**src/hdl/msb_pkg.sv**
```systemverilog
// Package for the merge sort buffer: sizing constants and the controller to
// datapath command and status types. No dependencies.
package msb_pkg;

   localparam int CAPACITY = 64;
   localparam int DATA_W   = 32;
   localparam int ADDR_W   = $clog2(CAPACITY);
   // Wide enough for lo + 2*width during a pass and for the element count.
   localparam int IDX_W    = $clog2(2 * CAPACITY);

   typedef struct packed {
      logic              load;      // write data comes from the request
      logic              wr_en;
      logic              wr_sel;    // 0: bank 0, 1: bank 1
      logic [ADDR_W-1:0] wr_addr;
      logic              rd_sel;    // bank that holds the source run
      logic [ADDR_W-1:0] rd_addr_a;
      logic [ADDR_W-1:0] rd_addr_b;
      logic              take_a;    // merge picks the left head
      logic              cap_out;   // capture left head into response register
   } cmd_type;

   typedef struct packed {
      logic a_le_b;
   } sts_type;

endpackage

```
**src/hdl/msb_ctrl.sv**
```systemverilog
// Sequencer for the merge sort buffer: load, bottom-up merge passes and
// response output. Depends on msb_pkg.
module msb_ctrl (
   input  logic             clock,
   input  logic             reset,
   input  logic             req_valid,
   input  logic             req_final_item,
   output logic             req_stall,
   output logic             rsp_valid,
   input  logic             rsp_stall,
   output logic             rsp_end_of_run,
   output logic             rsp_overflow,
   output msb_pkg::cmd_type cmd,
   input  msb_pkg::sts_type sts
);
   import msb_pkg::*;

   localparam logic [2:0] S_LOAD  = 3'd0;
   localparam logic [2:0] S_SEG   = 3'd1;
   localparam logic [2:0] S_RD    = 3'd2;
   localparam logic [2:0] S_WR    = 3'd3;
   localparam logic [2:0] S_ORD   = 3'd4;
   localparam logic [2:0] S_OCAP  = 3'd5;
   localparam logic [2:0] S_OWAIT = 3'd6;

   localparam logic [IDX_W-1:0] CAP_IDX = IDX_W'(CAPACITY);
   localparam logic [IDX_W-1:0] ONE     = IDX_W'(1);

   logic [2:0]       state_ff, state_in;
   logic [IDX_W-1:0] count_ff, count_in;
   logic             dropped_ff, dropped_in;
   logic [IDX_W-1:0] w_ff, w_in;
   logic [IDX_W-1:0] lo_ff, lo_in;
   logic [IDX_W-1:0] mid_ff, mid_in;
   logic [IDX_W-1:0] hi_ff, hi_in;
   logic [IDX_W-1:0] i_ff, i_in;
   logic [IDX_W-1:0] j_ff, j_in;
   logic [IDX_W-1:0] k_ff, k_in;
   logic             sel_ff, sel_in;
   logic             rsp_valid_ff, rsp_valid_in;
   logic             rsp_last_ff, rsp_last_in;

   logic             has_room;
   logic [IDX_W-1:0] n_new;
   logic [IDX_W-1:0] lo_w;
   logic [IDX_W-1:0] w2;
   logic [IDX_W-1:0] lo_2w;
   logic [IDX_W-1:0] k_inc;
   logic             take_a;

   assign has_room = (count_ff < CAP_IDX);
   assign n_new    = has_room ? count_ff + ONE : count_ff;
   assign lo_w     = lo_ff + w_ff;
   assign w2       = {w_ff[IDX_W-2:0], 1'b0};
   assign lo_2w    = lo_ff + w2;
   assign k_inc    = k_ff + ONE;
   assign take_a   = (i_ff < mid_ff) && ((j_ff >= hi_ff) || sts.a_le_b);

   always_comb begin
      state_in     = state_ff;
      count_in     = count_ff;
      dropped_in   = dropped_ff;
      w_in         = w_ff;
      lo_in        = lo_ff;
      mid_in       = mid_ff;
      hi_in        = hi_ff;
      i_in         = i_ff;
      j_in         = j_ff;
      k_in         = k_ff;
      sel_in       = sel_ff;
      rsp_valid_in = rsp_valid_ff;
      rsp_last_in  = rsp_last_ff;

      cmd           = '0;
      cmd.rd_sel    = sel_ff;
      cmd.rd_addr_a = i_ff[ADDR_W-1:0];
      cmd.rd_addr_b = j_ff[ADDR_W-1:0];
      cmd.take_a    = take_a;

      unique case (state_ff)
         S_LOAD: begin
            cmd.load    = 1'b1;
            cmd.wr_sel  = 1'b0;
            cmd.wr_addr = count_ff[ADDR_W-1:0];
            if (req_valid) begin
               cmd.wr_en = has_room;
               count_in  = n_new;
               if (!has_room) begin
                  dropped_in = 1'b1;
               end
               if (req_final_item) begin
                  sel_in = 1'b0;
                  lo_in  = '0;
                  w_in   = ONE;
                  k_in   = '0;
                  state_in = (n_new == ONE) ? S_ORD : S_SEG;
               end
            end
         end
         S_SEG: begin
            mid_in   = (lo_w > count_ff) ? count_ff : lo_w;
            hi_in    = (lo_2w > count_ff) ? count_ff : lo_2w;
            i_in     = lo_ff;
            j_in     = (lo_w > count_ff) ? count_ff : lo_w;
            k_in     = lo_ff;
            state_in = S_RD;
         end
         S_RD: begin
            state_in = S_WR;
         end
         S_WR: begin
            cmd.wr_en   = 1'b1;
            cmd.wr_sel  = !sel_ff;
            cmd.wr_addr = k_ff[ADDR_W-1:0];
            if (take_a) begin
               i_in = i_ff + ONE;
            end else begin
               j_in = j_ff + ONE;
            end
            k_in = k_inc;
            if (k_inc == hi_ff) begin
               if (lo_2w >= count_ff) begin
                  w_in   = w2;
                  sel_in = !sel_ff;
                  lo_in  = '0;
                  if (w2 >= count_ff) begin
                     k_in     = '0;
                     state_in = S_ORD;
                  end else begin
                     state_in = S_SEG;
                  end
               end else begin
                  lo_in    = lo_2w;
                  state_in = S_SEG;
               end
            end else begin
               state_in = S_RD;
            end
         end
         S_ORD: begin
            cmd.rd_addr_a = k_ff[ADDR_W-1:0];
            state_in      = S_OCAP;
         end
         S_OCAP: begin
            cmd.cap_out  = 1'b1;
            rsp_valid_in = 1'b1;
            rsp_last_in  = (k_inc == count_ff);
            state_in     = S_OWAIT;
         end
         S_OWAIT: begin
            if (!rsp_stall) begin
               rsp_valid_in = 1'b0;
               if (rsp_last_ff) begin
                  count_in   = '0;
                  dropped_in = 1'b0;
                  state_in   = S_LOAD;
               end else begin
                  k_in     = k_inc;
                  state_in = S_ORD;
               end
            end
         end
         default: begin
            state_in = S_LOAD;
         end
      endcase
   end

   always_ff @(posedge clock) begin
      if (reset) begin
         state_ff     <= S_LOAD;
         count_ff     <= '0;
         dropped_ff   <= 1'b0;
         sel_ff       <= 1'b0;
         rsp_valid_ff <= 1'b0;
         rsp_last_ff  <= 1'b0;
      end else begin
         state_ff     <= state_in;
         count_ff     <= count_in;
         dropped_ff   <= dropped_in;
         sel_ff       <= sel_in;
         rsp_valid_ff <= rsp_valid_in;
         rsp_last_ff  <= rsp_last_in;
      end
   end

   always_ff @(posedge clock) begin
      w_ff   <= w_in;
      lo_ff  <= lo_in;
      mid_ff <= mid_in;
      hi_ff  <= hi_in;
      i_ff   <= i_in;
      j_ff   <= j_in;
      k_ff   <= k_in;
   end

   assign req_stall      = (state_ff != S_LOAD);
   assign rsp_valid      = rsp_valid_ff;
   assign rsp_end_of_run = rsp_last_ff;
   assign rsp_overflow   = dropped_ff;

`ifndef SYNTHESIS
   a_valid_only_waiting: assert property (@(posedge clock) disable iff (reset)
      rsp_valid_ff |-> (state_ff == S_OWAIT))
      else $error("response valid outside the output wait state");

   a_count_bounded: assert property (@(posedge clock) disable iff (reset)
      count_ff <= CAP_IDX)
      else $error("element count beyond capacity");

   a_merge_in_segment: assert property (@(posedge clock) disable iff (reset)
      (state_ff == S_WR) |-> (k_ff < hi_ff && i_ff <= mid_ff && j_ff <= hi_ff
                              && (i_ff < mid_ff || j_ff < hi_ff)))
      else $error("merge indices outside the segment");

   a_last_matches_count: assert property (@(posedge clock) disable iff (reset)
      (rsp_valid_ff && rsp_last_ff) |-> (k_inc == count_ff))
      else $error("end of run flagged on the wrong element");

   a_run_clears: assert property (@(posedge clock) disable iff (reset)
      (rsp_valid_ff && !rsp_stall && rsp_last_ff) |=>
         (count_ff == '0 && !dropped_ff && state_ff == S_LOAD))
      else $error("set not cleared after the final response");
`endif

endmodule

```
**config.mk**
```make
export PLATFORM = sky130hd
export DESIGN_NAME = msb_ctrl
export DESIGN_NICKNAME = d
export VERILOG_FILES = /design/src/hdl/msb_pkg.sv /design/src/hdl/msb_ctrl.sv
export SDC_FILE = /design/constraint.sdc
export NUM_CORES = 1
export LEC_CHECK = 0
export BUFFER_PORTS_ARGS = -buffer_cell sky130_fd_sc_hd__buf_4
export CAP_MARGIN = 20
export CORE_MARGIN = 8
export CORE_UTILIZATION = 42
export CTS_BUF_LIST = sky130_fd_sc_hd__clkbuf_8
export CTS_CLUSTER_DIAMETER = 100
export CTS_CLUSTER_SIZE = 10
export DETAILED_ROUTE_END_ITERATION = 8
export PLACE_DENSITY = 0.71
export SYNTH_ARGS = -nofsm -noshare
export SYNTH_HDL_FRONTEND = slang
export SYNTH_SLANG_ARGS = --single-unit
```
**constraint.sdc**
```tcl
create_clock -name clock -period 9.2 [get_ports clock]
set_input_delay 0.92 -clock clock [delete_from_list [all_inputs] [get_ports clock]]
set_output_delay 0.92 -clock clock [all_outputs]
set_load 0.02 [all_outputs]
```
==> results by group, run 1 <==
Placed design
  • I/O Buffers: 33
  • Routability-driven placement congestion ratio: 0.8604
  • Setup WS pre-CTS: 5.189 ns
  • HPWL reported at the end of detailed placement: 9.451 mm

Finish
  • Area growth from synthesis to final layout: 10.55%
  • Share of layout cells above drive strength 1: 18.06%
  • Highest-count cells in the layout ignoring fill and taps: sky130_fd_sc_hd__edfxtp_1, sky130_fd_sc_hd__ha_1, sky130_fd_sc_hd__buf_4, sky130_fd_sc_hd__nand2_1, sky130_fd_sc_hd__a21oi_1
  • Antenna Diode Count: 0
  • Nets@finish: 555
  • Share of the core filled with cells in the final layout: 47.10%
  • Most common cell after layout, fill and taps aside: sky130_fd_sc_hd__edfxtp_1

Critical path
  • Startpoint class of the critical path: register
  • Worst setup path class: reg2reg
  • Required @ worst endpoint: 9.30 ns
  • Critical-path maximum fanout: 9
  • Type of destination of the critical path: register
  • Critical Path AT: 4.13 ns
  • Number of cells on the worst reg-to-reg path: 12

Timing
  • Layout Skew: 0.01731 ns
  • Setup ws final: 5.172 ns
  • Time the worst path needs with I/O delays and setup: 4.028 ns
  • Max-slew headroom: 39.75%
  • Endpoints failing setup: 0
  • Final-report max-slew violation count: 0
  • Peak Freq: 248.3 MHz
  • Measured slew at the worst slew-check pin: 0.8944 ns
  • Final total negative setup slack: 0 ns
  • Portion of the clock cycle consumed by the worst path in the final layout: 43.78%
  • RSZ-0062 raised after global routing: no
  • Number of hold violations in the final report: 0

Route
  • Count of antenna-violating nets left after detailed routing: 0
  • Via total after detailed routing: 3726
  • Via count normalized by instance count: 5.759
  • Starting DRC count in detailed routing: 315
  • Wire length reported by the detailed router: 12.63 mm
  • Routed len/inst: 19.52 µm
  • Number of design rule violations left after detail routing: 0
  • DR pass1 iterations: 5

Yosys
  • Xor-xnor portion of the synthesized cell area: 8.807%
  • Number of instances in the synthesized netlist: 479
  • Number of distinct library cells after synthesis: 59
  • Adder-Cell Fraction of Synth Area: 13.34%
  • Net count after synthesis: 535
  • Post-Synthesis Cell Area: 4802 µm²
  • Compound-cell area share of the yosys netlist: 15.71%
  • Number of enable flip-flop cells after synthesis: 49
  • Synth Register Bits: 63
  • Yosys synthesis warning count: 0
  • Combinational family with the most area after synthesis: compound AO/OA/AOI/OAI gates
  • Sequential share of the synthesized area: 36.48%
  • Multiplexer share of the synthesized area: 6.175%
  • Synth Flop Type: sky130_fd_sc_hd__edfxtp_1
  • Simple-gate share of the synthesized area: 14.46%
  • Async S/R FF share, synth: 0%
  • Mean instance size in the synthesized netlist: 10.03 µm²

GRT
  • Routing usage on met3: 3.607%
  • Vias in the first global route: 3803
  • Global routing met2 resource utilization: 27.79%
  • Global routing met1 resource utilization: 21.85%
  • Global-route wire length before repair: 20.32 mm
  • Remaining global-route overflow: 0
  • Most crowded layer after global routing: met2
  • Maximum number of pins on one net before global-route repair: 29
  • Number of antenna violations at the first check in global routing: 0
  • GR Util All Layers: 17.33%

Pwr
  • Reported net switching power: 774.1 µW
  • Comb pwr share: 54.5%
  • P_leak: 0.002160 µW
  • Worst supply voltage drop on vdd: 162.3 µV
  • Power Density: 333.3 nW/µm²
  • Internal Power: 995.5 µW
  • Portion of total power attributed to the clock network: 14.0%
  • Part of the power in registers: 31.5%
  • Switching Fraction: 43.74%

Die
  • Floorplan Core Area: 11270 µm²
  • Starting Density: 42.60%
  • Num rows: 39
  • Die outline area: 15110 µm²
  • Num ports: 34
  • Overall die width: 122.9 µm
  • Overall die height: 122.9 µm

Clock network
  • TritonCTS Buffers: 9
  • Number of buffers inserted to repair setup after CTS: 0
  • Library cell used as clock root buffer: sky130_fd_sc_hd__clkbuf_8
  • Clock sinks: 63
  • TritonCTS clock tree: built
  • CTS HTree Levels: 3
  • Count of hold buffers inserted by post-cts repair: 0
  • Clock Path Buffers: 2
  • Clock slew at the register clock pins of the worst setup and hold paths: 0.09 ns
  • Clock latency on the worst-skew pair: 0.35 ns
  • Post-cts sizing count: 0

Worst hold path
  • Cell depth of the worst min-delay path: 2
  • Hold Crit Class: reg2reg

Status
  • Result of the run: completed

Flow run
  • Max-cap viol count: 0
-- registers in the layout (all words and copies together), names as in the netlist --
signal,count
lo_ff,7
rsp_valid,1
rsp_overflow,1
w_ff,7
mid_ff,7
state_ff,3
sel_ff,1
j_ff,7
i_ff,7
rsp_end_of_run,1
k_ff,7
count_ff,7
hi_ff,7
-- cells in the mapped netlist, types with 6 or more instances --
master,instances,share of area [%]
sky130_fd_sc_hd__nand2b_1,6,0.78
sky130_fd_sc_hd__o31ai_1,10,1.6
sky130_fd_sc_hd__dfxtp_1,14,5.8
sky130_fd_sc_hd__mux2_2,25,5.9
sky130_fd_sc_hd__nor2b_1,7,0.91
sky130_fd_sc_hd__buf_4,9,1.4
sky130_fd_sc_hd__o21a_1,8,1.3
sky130_fd_sc_hd__clkbuf_1,14,1.1
sky130_fd_sc_hd__inv_1,26,2.0
sky130_fd_sc_hd__nand2_1,34,2.7
sky130_fd_sc_hd__a21o_1,9,1.4
sky130_fd_sc_hd__o21ai_0,21,2.2
sky130_fd_sc_hd__a21oi_1,30,3.1
sky130_fd_sc_hd__and3_1,14,1.8
sky130_fd_sc_hd__nor2_1,28,2.2
sky130_fd_sc_hd__xor2_1,15,2.7
sky130_fd_sc_hd__nor3_1,6,0.63
sky130_fd_sc_hd__o21bai_1,6,0.94
sky130_fd_sc_hd__xnor2_1,23,4.2
sky130_fd_sc_hd__a211oi_1,6,0.94
sky130_fd_sc_hd__nand3_1,11,1.1
sky130_fd_sc_hd__edfxtp_1,49,31
sky130_fd_sc_hd__and2_1,8,1.0
sky130_fd_sc_hd__ha_1,48,13
-- logic make-up (layout without fill, tap and decap cells) --
logic type / after synthesis / count (layout)
simple gates: 131 / 131
fa+ha+maj: 50 / 50
compound gates: 113 / 113
mux: 26 / 26
flops: 63 / 63
buf+inv: 54 / 79
xor+xnor: 42 / 42
-- path summary, 6_finish.rpt --
check	from	endpoint	slack, ns
max	w_ff[0]$_SDFFCE_PN1P_	j_ff[0]$_DFFE_PP_	5.17
min	rsp_valid$_SDFFE_PP0P_	rsp_valid$_SDFFE_PP0P_	0.51
max reg2reg	w_ff[0]$_SDFFCE_PN1P_	j_ff[0]$_DFFE_PP_	5.17
min reg2reg	rsp_valid$_SDFFE_PP0P_	rsp_valid$_SDFFE_PP0P_	0.51
-- metrics by stage --
step	hold slack (ns)	cells	area, µm²	power, µW
final	0.5119	647	5309	1770
after CTS	0.5164	647	5309	1770
after global routing	0.5386	647	5309	1896
after detailed placement	0.4977	631	5111	1518
after global placement	0.4919	631	5111	1486
after floorplan	0.5014	479	4802	1258
-- power groups by stage --
stage | Combinational (µW) | Clock, µW | Sequential, µW
after floorplan | 761 | 0 | 498
after global placement | 927 | 0 | 559
after detailed placement | 957 | 0 | 561
after CTS | 965 | 249 | 556
after global routing | 1060 | 261 | 571
final | 965 | 247 | 557
-- worst max-delay path, stage by stage (launching register included) --
cell	delay [ns]
sky130_fd_sc_hd__edfxtp_1	0.47
sky130_fd_sc_hd__ha_1	0.27
sky130_fd_sc_hd__fa_1	0.41
sky130_fd_sc_hd__a21oi_1	0.14
sky130_fd_sc_hd__o21bai_1	0.12
sky130_fd_sc_hd__a2111oi_0	0.48
sky130_fd_sc_hd__nor3_1	0.14
sky130_fd_sc_hd__ha_1	0.30
sky130_fd_sc_hd__and4_1	0.21
sky130_fd_sc_hd__o21a_1	0.13
sky130_fd_sc_hd__o31ai_4	0.43
sky130_fd_sc_hd__mux2_2	0.41
sky130_fd_sc_hd__mux2_2	0.27
-- metal layers --
layer,wire (µm),vias to the layer above,part of all wire [%]
met1,5252,1773,42
met3,794,37,6.3
met5,0,-,0
li1,-,1784,-
met2,6081,132,48
met4,502,0,4.0
-- cell type report --
| cell class | count | area [µm²] |
|---|---|---|
| clock inverters | 7 | 73.82 |
| inverters | 27 | 101.3 |
| fillers | 1008 | 5963 |
| repair buffers | 36 | 270.3 |
| multi-input cells | 362 | 2809 |
| well taps | 143 | 178.9 |
| clock buffers | 9 | 123.9 |
| flip-flops and latches | 63 | 1752 |
No activity file was read; power rests on OpenSTA's default activity.
==> run 2, diff against run 1 <==
Settings changed: ABC_AREA from default to 1.
Clock period 9.2 ns to 4.04 ns, I/O delays scaled along.
==> results by group, run 2 <==
Route
  • Starting DRC count in detailed routing: 365
  • Met2 wire length: 6.553 mm
  • Count of antenna-violating nets left after detailed routing: 0
  • Routed len/inst: 16.97 µm
  • Top Metal Used: met4
  • DR pass1 iterations: 5
  • Number of design rule violations left after detail routing: 0
  • Wire length reported by the detailed router: 13.27 mm
  • Detailed route wirelength on metal3: 852 µm
  • Via total after detailed routing: 4297
  • Routed length on met1: 5.529 mm
  • Via count normalized by instance count: 5.495

Die
  • Die outline area: 14890 µm²
  • Overall die width: 122.0 µm
  • Overall die height: 122.0 µm
  • Num rows: 38
  • Num ports: 34
  • Floorplan Core Area: 10890 µm²
  • Starting Density: 43.37%

Clock network
  • Clock slew at the register clock pins of the worst setup and hold paths: 0.07 ns
  • Clock latency on the worst-skew pair: 0.36 ns
  • Clock Path Buffers: 2
  • Post-cts sizing count: 0
  • CTS HTree Levels: 3
  • Number of buffers inserted to repair setup after CTS: 0
  • TritonCTS Buffers: 9
  • Count of hold buffers inserted by post-cts repair: 0
  • TritonCTS clock tree: built
  • Clock sinks: 63
  • Library cell used as clock root buffer: sky130_fd_sc_hd__clkbuf_8

Critical path
  • Largest stage delay on the critical path: 0.48 ns
  • Bufs and invs on worst path: 3
  • Required @ worst endpoint: 4.07 ns
  • Crit path launch: lo_ff[1]$_SDFFCE_PP0P_
  • Worst-path cell with the longest stage delay: sky130_fd_sc_hd__edfxtp_1
  • Worst setup path class: reg2reg
  • Launch instance of the worst register-to-register path: lo_ff[1]$_SDFFCE_PP0P_
  • Number of cells on the worst reg-to-reg path: 15
  • Path length in cells of the critical path: 15
  • Setup slack, reg-to-reg: 0.60 ns
  • Startpoint class of the critical path: register
  • Critical-path maximum fanout: 7
  • Type of destination of the critical path: register
  • Kind of cell with the highest combined delay on the critical path: adder cells
  • Cell type with the highest occurrence count on the critical path: sky130_fd_sc_hd__inv_1
  • Critical path, cell by cell: ha_1 -> fa_1 -> a21oi_1 -> o21ai_0 -> xnor2_1 -> inv_1 -> ha_1 -> nand2_1 -> nor2_1 -> nand4_1 -> nand3_1 -> inv_1 -> o21ai_0 -> nand3_2 -> inv_1
  • Critical Path AT: 3.47 ns

Yosys
  • Synth Register Bits: 63
  • Cell taking the most area after synthesis: sky130_fd_sc_hd__edfxtp_1
  • Net count after synthesis: 666
  • Yosys synthesis warning count: 0
  • Mean instance size in the synthesized netlist: 7.741 µm²
  • Share of Yosys cell area claimed by the top area cell type: 31.16%
  • Number of distinct library cells after synthesis: 38
  • Post-Synthesis Cell Area: 4722 µm²
  • Synth Flop Type: sky130_fd_sc_hd__edfxtp_1
  • List of most frequent post-synthesis cells: sky130_fd_sc_hd__nand2_1, sky130_fd_sc_hd__inv_1, sky130_fd_sc_hd__nor2_1
  • Main area contributors after synthesis: sky130_fd_sc_hd__edfxtp_1, sky130_fd_sc_hd__ha_1, sky130_fd_sc_hd__nand2_1
  • Async S/R FF share, synth: 0%
  • Number of instances in the synthesized netlist: 610
  • Most numerous cell in the Yosys netlist: sky130_fd_sc_hd__nand2_1
  • Sequential share of the synthesized area: 37.10%
  • Number of enable flip-flop cells after synthesis: 49

Timing
  • RSZ-0062 raised after global routing: no
  • Portion of the clock cycle consumed by the worst path in the final layout: 85.14%
  • Layout Skew: 0.01415 ns
  • Time the worst path needs with I/O delays and setup: 3.440 ns
  • Final-report max-slew violation count: 0
  • Max-slew headroom: 34.33%
  • Number of hold violations in the final report: 0
  • Final total negative setup slack: 0 ns
  • Measured slew at the worst slew-check pin: 0.9748 ns
  • Endpoints failing setup: 0
  • Peak Freq: 290.7 MHz

Placed design
  • I/O Buffers: 33
  • HPWL reported at the end of detailed placement: 10.32 mm
  • Routability-driven placement congestion ratio: 0.9479

GRT
  • Global-route wire length before repair: 21.42 mm
  • Maximum number of pins on one net before global-route repair: 27
  • Number of antenna violations at the first check in global routing: 0
  • GR Util All Layers: 18.28%
  • Remaining global-route overflow: 0
  • Vias in the first global route: 4195

Worst hold path
  • Hold Crit Class: in2reg
  • Cell depth of the worst min-delay path: 2
  • Worst Min Path Start: reset

Finish
  • Nets@finish: 693
  • Share of layout cells above drive strength 1: 10.12%
  • Antenna Diode Count: 0
  • Fillcell total: 1043
  • Most common cell after layout, fill and taps aside: sky130_fd_sc_hd__nand2_1
  • Highest-count cells in the layout ignoring fill and taps: sky130_fd_sc_hd__nand2_1, sky130_fd_sc_hd__inv_1, sky130_fd_sc_hd__nor2_1, sky130_fd_sc_hd__o21ai_0, sky130_fd_sc_hd__edfxtp_1
  • Area growth from synthesis to final layout: 11.84%

Flow run
  • Max-cap viol count: 0

Status
  • Result of the run: completed
-- run 2: changes by cell type after synthesis, sizes merged, moves of 7 or more --
cell	delta
a211oi	-7
xnor2	-16
and2	-8
nand2	+127
o21ai	+29
nand3	+19
and3	-13
o31ai	-10
inv	+53
mux2	-26
nor2b	-7
nor2	+23
-- run 2: path summary, 6_finish.rpt --
| check | endpoint |
|---|---|
| hold / removal | state_ff[2]$_SDFFE_PP0P_ |
| setup / recovery | w_ff[3]$_SDFFCE_PN0P_ |
| hold reg to reg | rsp_valid$_SDFFE_PP0P_ |
| setup reg to reg | w_ff[3]$_SDFFCE_PN0P_ |
-- run 2: logic make-up after synthesis --
group,count (synthesis),share of synthesized area [%]
buffers and inverters,103,8.929
AOI/OAI and AO/OA,107,12.51
DFF,63,37.10
and+or+nand+nor,262,23.26
xor gates and xnor gates,25,4.637
adders and majority gates,50,13.57
-- run 2: per-layer routing --
| layer | track usage [%] | up-vias |
|---|---|---|
| met3 | 3.841 | 29 |
| met5 | 0 | - |
| met1 | 21.95 | 2018 |
| met2 | 31.23 | 167 |
| met4 | 7.325 | 0 |
| li1 | - | 2083 |
-- run 2: final cells by class --
cell class / instances / area, µm² / area share, %
Clock inverter: 7 / 96.34 / 1.824
Sequential cell: 63 / 1752 / 33.17
Timing Repair Buffer: 37 / 277.8 / 5.259
Tap cell: 140 / 175.2 / 3.317
Inverter: 82 / 307.8 / 5.828
Multi-Input combinational cell: 444 / 2549 / 48.26
Clock buffer: 9 / 123.9 / 2.345
-- run 2: stage by stage --
stage	setup slack [ns]	utilization, %	hold slack [ns]	instance area [µm²]	std cells
2_1_floorplan	1.026	-	0.4752	4722	610
3_3_place_gp	0.8128	46.48	0.4653	5061	766
4_1_cts	0.6068	48.51	0.3053	5281	782
5_1_grt	0.3085	48.51	0.3034	5281	782
6_report	0.6003	48.51	0.3125	5281	782
3_5_place_dp	0.6294	46.48	0.4679	5061	766
Power of run 2 is not shown: default switching activity piles up to over one toggle a cycle in this logic, so the estimate is an artifact.
==> run 3, diff against run 2 <==
Clock period 4.04 ns to 3.3 ns, I/O delays scaled along.
==> results by group, run 3 (same netlist as run 2, synthesis figures left out) <==
Route
  • Wire length reported by the detailed router: 13.14 mm
  • Number of design rule violations left after detail routing: 0
  • DR pass1 iterations: 7
  • Via total after detailed routing: 4314
  • Via count normalized by instance count: 5.399
  • Starting DRC count in detailed routing: 407
  • Count of antenna-violating nets left after detailed routing: 0
  • Routed len/inst: 16.45 µm

Finish
  • Area growth from synthesis to final layout: 15.10%
  • Cell area after layout: 5435 µm²
  • Highest-count cells in the layout ignoring fill and taps: sky130_fd_sc_hd__nand2_1, sky130_fd_sc_hd__inv_1, sky130_fd_sc_hd__buf_4, sky130_fd_sc_hd__nor2_1, sky130_fd_sc_hd__edfxtp_1
  • Share of the core filled with cells in the final layout: 49.92%
  • Share of layout cells above drive strength 1: 13.51%
  • Most common cell after layout, fill and taps aside: sky130_fd_sc_hd__nand2_1
  • Nets@finish: 710
  • Antenna Diode Count: 0

Timing
  • Setup ws final: 0.04159 ns
  • Max-slew headroom: 53.67%
  • Layout Skew: 0.01485 ns
  • Endpoints failing setup: 0
  • Number of hold violations in the final report: 0
  • Time the worst path needs with I/O delays and setup: 3.258 ns
  • RSZ-0062 raised after global routing: yes
  • Measured slew at the worst slew-check pin: 0.6950 ns
  • Portion of the clock cycle consumed by the worst path in the final layout: 98.74%
  • Peak Freq: 306.9 MHz
  • Final-report max-slew violation count: 0

GRT
  • GR Util All Layers: 17.32%
  • Remaining global-route overflow: 0
  • Number of antenna violations at the first check in global routing: 0
  • Vias in the first global route: 4090
  • Global-route wire length before repair: 20.09 mm
  • Maximum number of pins on one net before global-route repair: 23

Die
  • Die outline area: 14890 µm²
  • Floorplan Core Area: 10890 µm²
  • Overall die height: 122.0 µm
  • Num rows: 38
  • Starting Density: 43.37%
  • Num ports: 34
  • Overall die width: 122.0 µm

Status
  • Result of the run: completed

Placed design
  • DP Area: 5121 µm²
  • I/O Buffers: 33
  • Setup WS pre-CTS: 0.01022 ns
  • Routability-driven placement congestion ratio: 0.9016
  • HPWL reported at the end of detailed placement: 9.892 mm

Critical path
  • Bufs and invs on worst path: 2
  • Kind of cell with the highest combined delay on the critical path: compound AO/OA/AOI/OAI gates
  • Critical path, cell by cell: buf_4 -> fa_2 -> a31oi_2 -> xor2_1 -> inv_1 -> ha_1 -> a21oi_1 -> o211ai_1 -> nand2_2 -> nand2_1 -> o21ai_0 -> nand2_1 -> o21ai_0
  • Startpoint class of the critical path: register
  • Required @ worst endpoint: 3.38 ns
  • Worst setup path class: reg2reg
  • Type of destination of the critical path: register
  • Critical Path AT: 3.34 ns
  • Largest stage delay on the critical path: 0.50 ns
  • Critical-path maximum fanout: 7
  • Worst-path cell with the longest stage delay: sky130_fd_sc_hd__edfxtp_1

Clock network
  • Library cell used as clock root buffer: sky130_fd_sc_hd__clkbuf_8
  • TritonCTS Buffers: 9
  • Clock slew at the register clock pins of the worst setup and hold paths: 0.07 ns
  • CTS HTree Levels: 3
  • Clock sinks: 63
  • Clock Path Buffers: 2
  • Clock latency on the worst-skew pair: 0.34 ns
  • TritonCTS clock tree: built
  • Count of hold buffers inserted by post-cts repair: 0

Worst hold path
  • Hold Crit Class: in2reg

Flow run
  • Max-cap viol count: 0
-- run 3: repair_timing --
item,4_1_cts,5_1_grt
pin swaps,0,4
cloned,0,1
setup endpoints to repair,7,35
resized for setup,0,14
buffers inserted,1,7
-- run 3: layout make-up --
class	instances	area, µm²
tap	140	175.2
fill	1038	5453
clock inverter	7	81.33
inverter	82	310.3
clock buffer	9	123.9
multi-input combinational	445	2595
sequential	63	1752
timing repair buffer	53	397.9
-- run 3: worst paths after layout --
kind                          startpoint                  endpoint  slack, ns  depth (start not counted)
hold reg to reg   rsp_valid$_SDFFE_PP0P_    rsp_valid$_SDFFE_PP0P_       0.49                          2
hold / removal                     reset  state_ff[2]$_SDFFE_PP0P_       0.25                          2
setup / recovery   w_ff[1]$_SDFFCE_PN0P_         j_ff[2]$_DFFE_PP_       0.04                         13
setup reg to reg   w_ff[1]$_SDFFCE_PN0P_         j_ff[2]$_DFFE_PP_       0.04                         13
-- run 3: worst register-to-register path, cell delays in order, from the launching register on --
cell	delay, ns
sky130_fd_sc_hd__edfxtp_1	0.50
sky130_fd_sc_hd__buf_4	0.20
sky130_fd_sc_hd__fa_2	0.44
sky130_fd_sc_hd__a31oi_2	0.17
sky130_fd_sc_hd__xor2_1	0.32
sky130_fd_sc_hd__inv_1	0.08
sky130_fd_sc_hd__ha_1	0.30
sky130_fd_sc_hd__a21oi_1	0.10
sky130_fd_sc_hd__o211ai_1	0.34
sky130_fd_sc_hd__nand2_2	0.17
sky130_fd_sc_hd__nand2_1	0.10
sky130_fd_sc_hd__o21ai_0	0.13
sky130_fd_sc_hd__nand2_1	0.09
sky130_fd_sc_hd__o21ai_0	0.07
-- run 3: per-layer routing --
metal  wire length [µm]  share of wire, %  GRT usage [%]
met5                  0                 0              0
met4                255               1.9          6.245
met3                963               7.3          3.378
met2               6346                48          29.96
met1               5576                42          20.88
-- run 3: through the flow --
step | setup TNS (ns) | hold WS [ns] | instances
after floorplan | 0 | 0.4080 | 610
after global placement | 0 | 0.4650 | 774
after detailed placement | 0 | 0.4906 | 774
after CTS | 0 | 0.2433 | 791
after global routing | -1.249 | 0.2690 | 799
final | 0 | 0.2529 | 799
Power of run 3 is left out for the same reason.
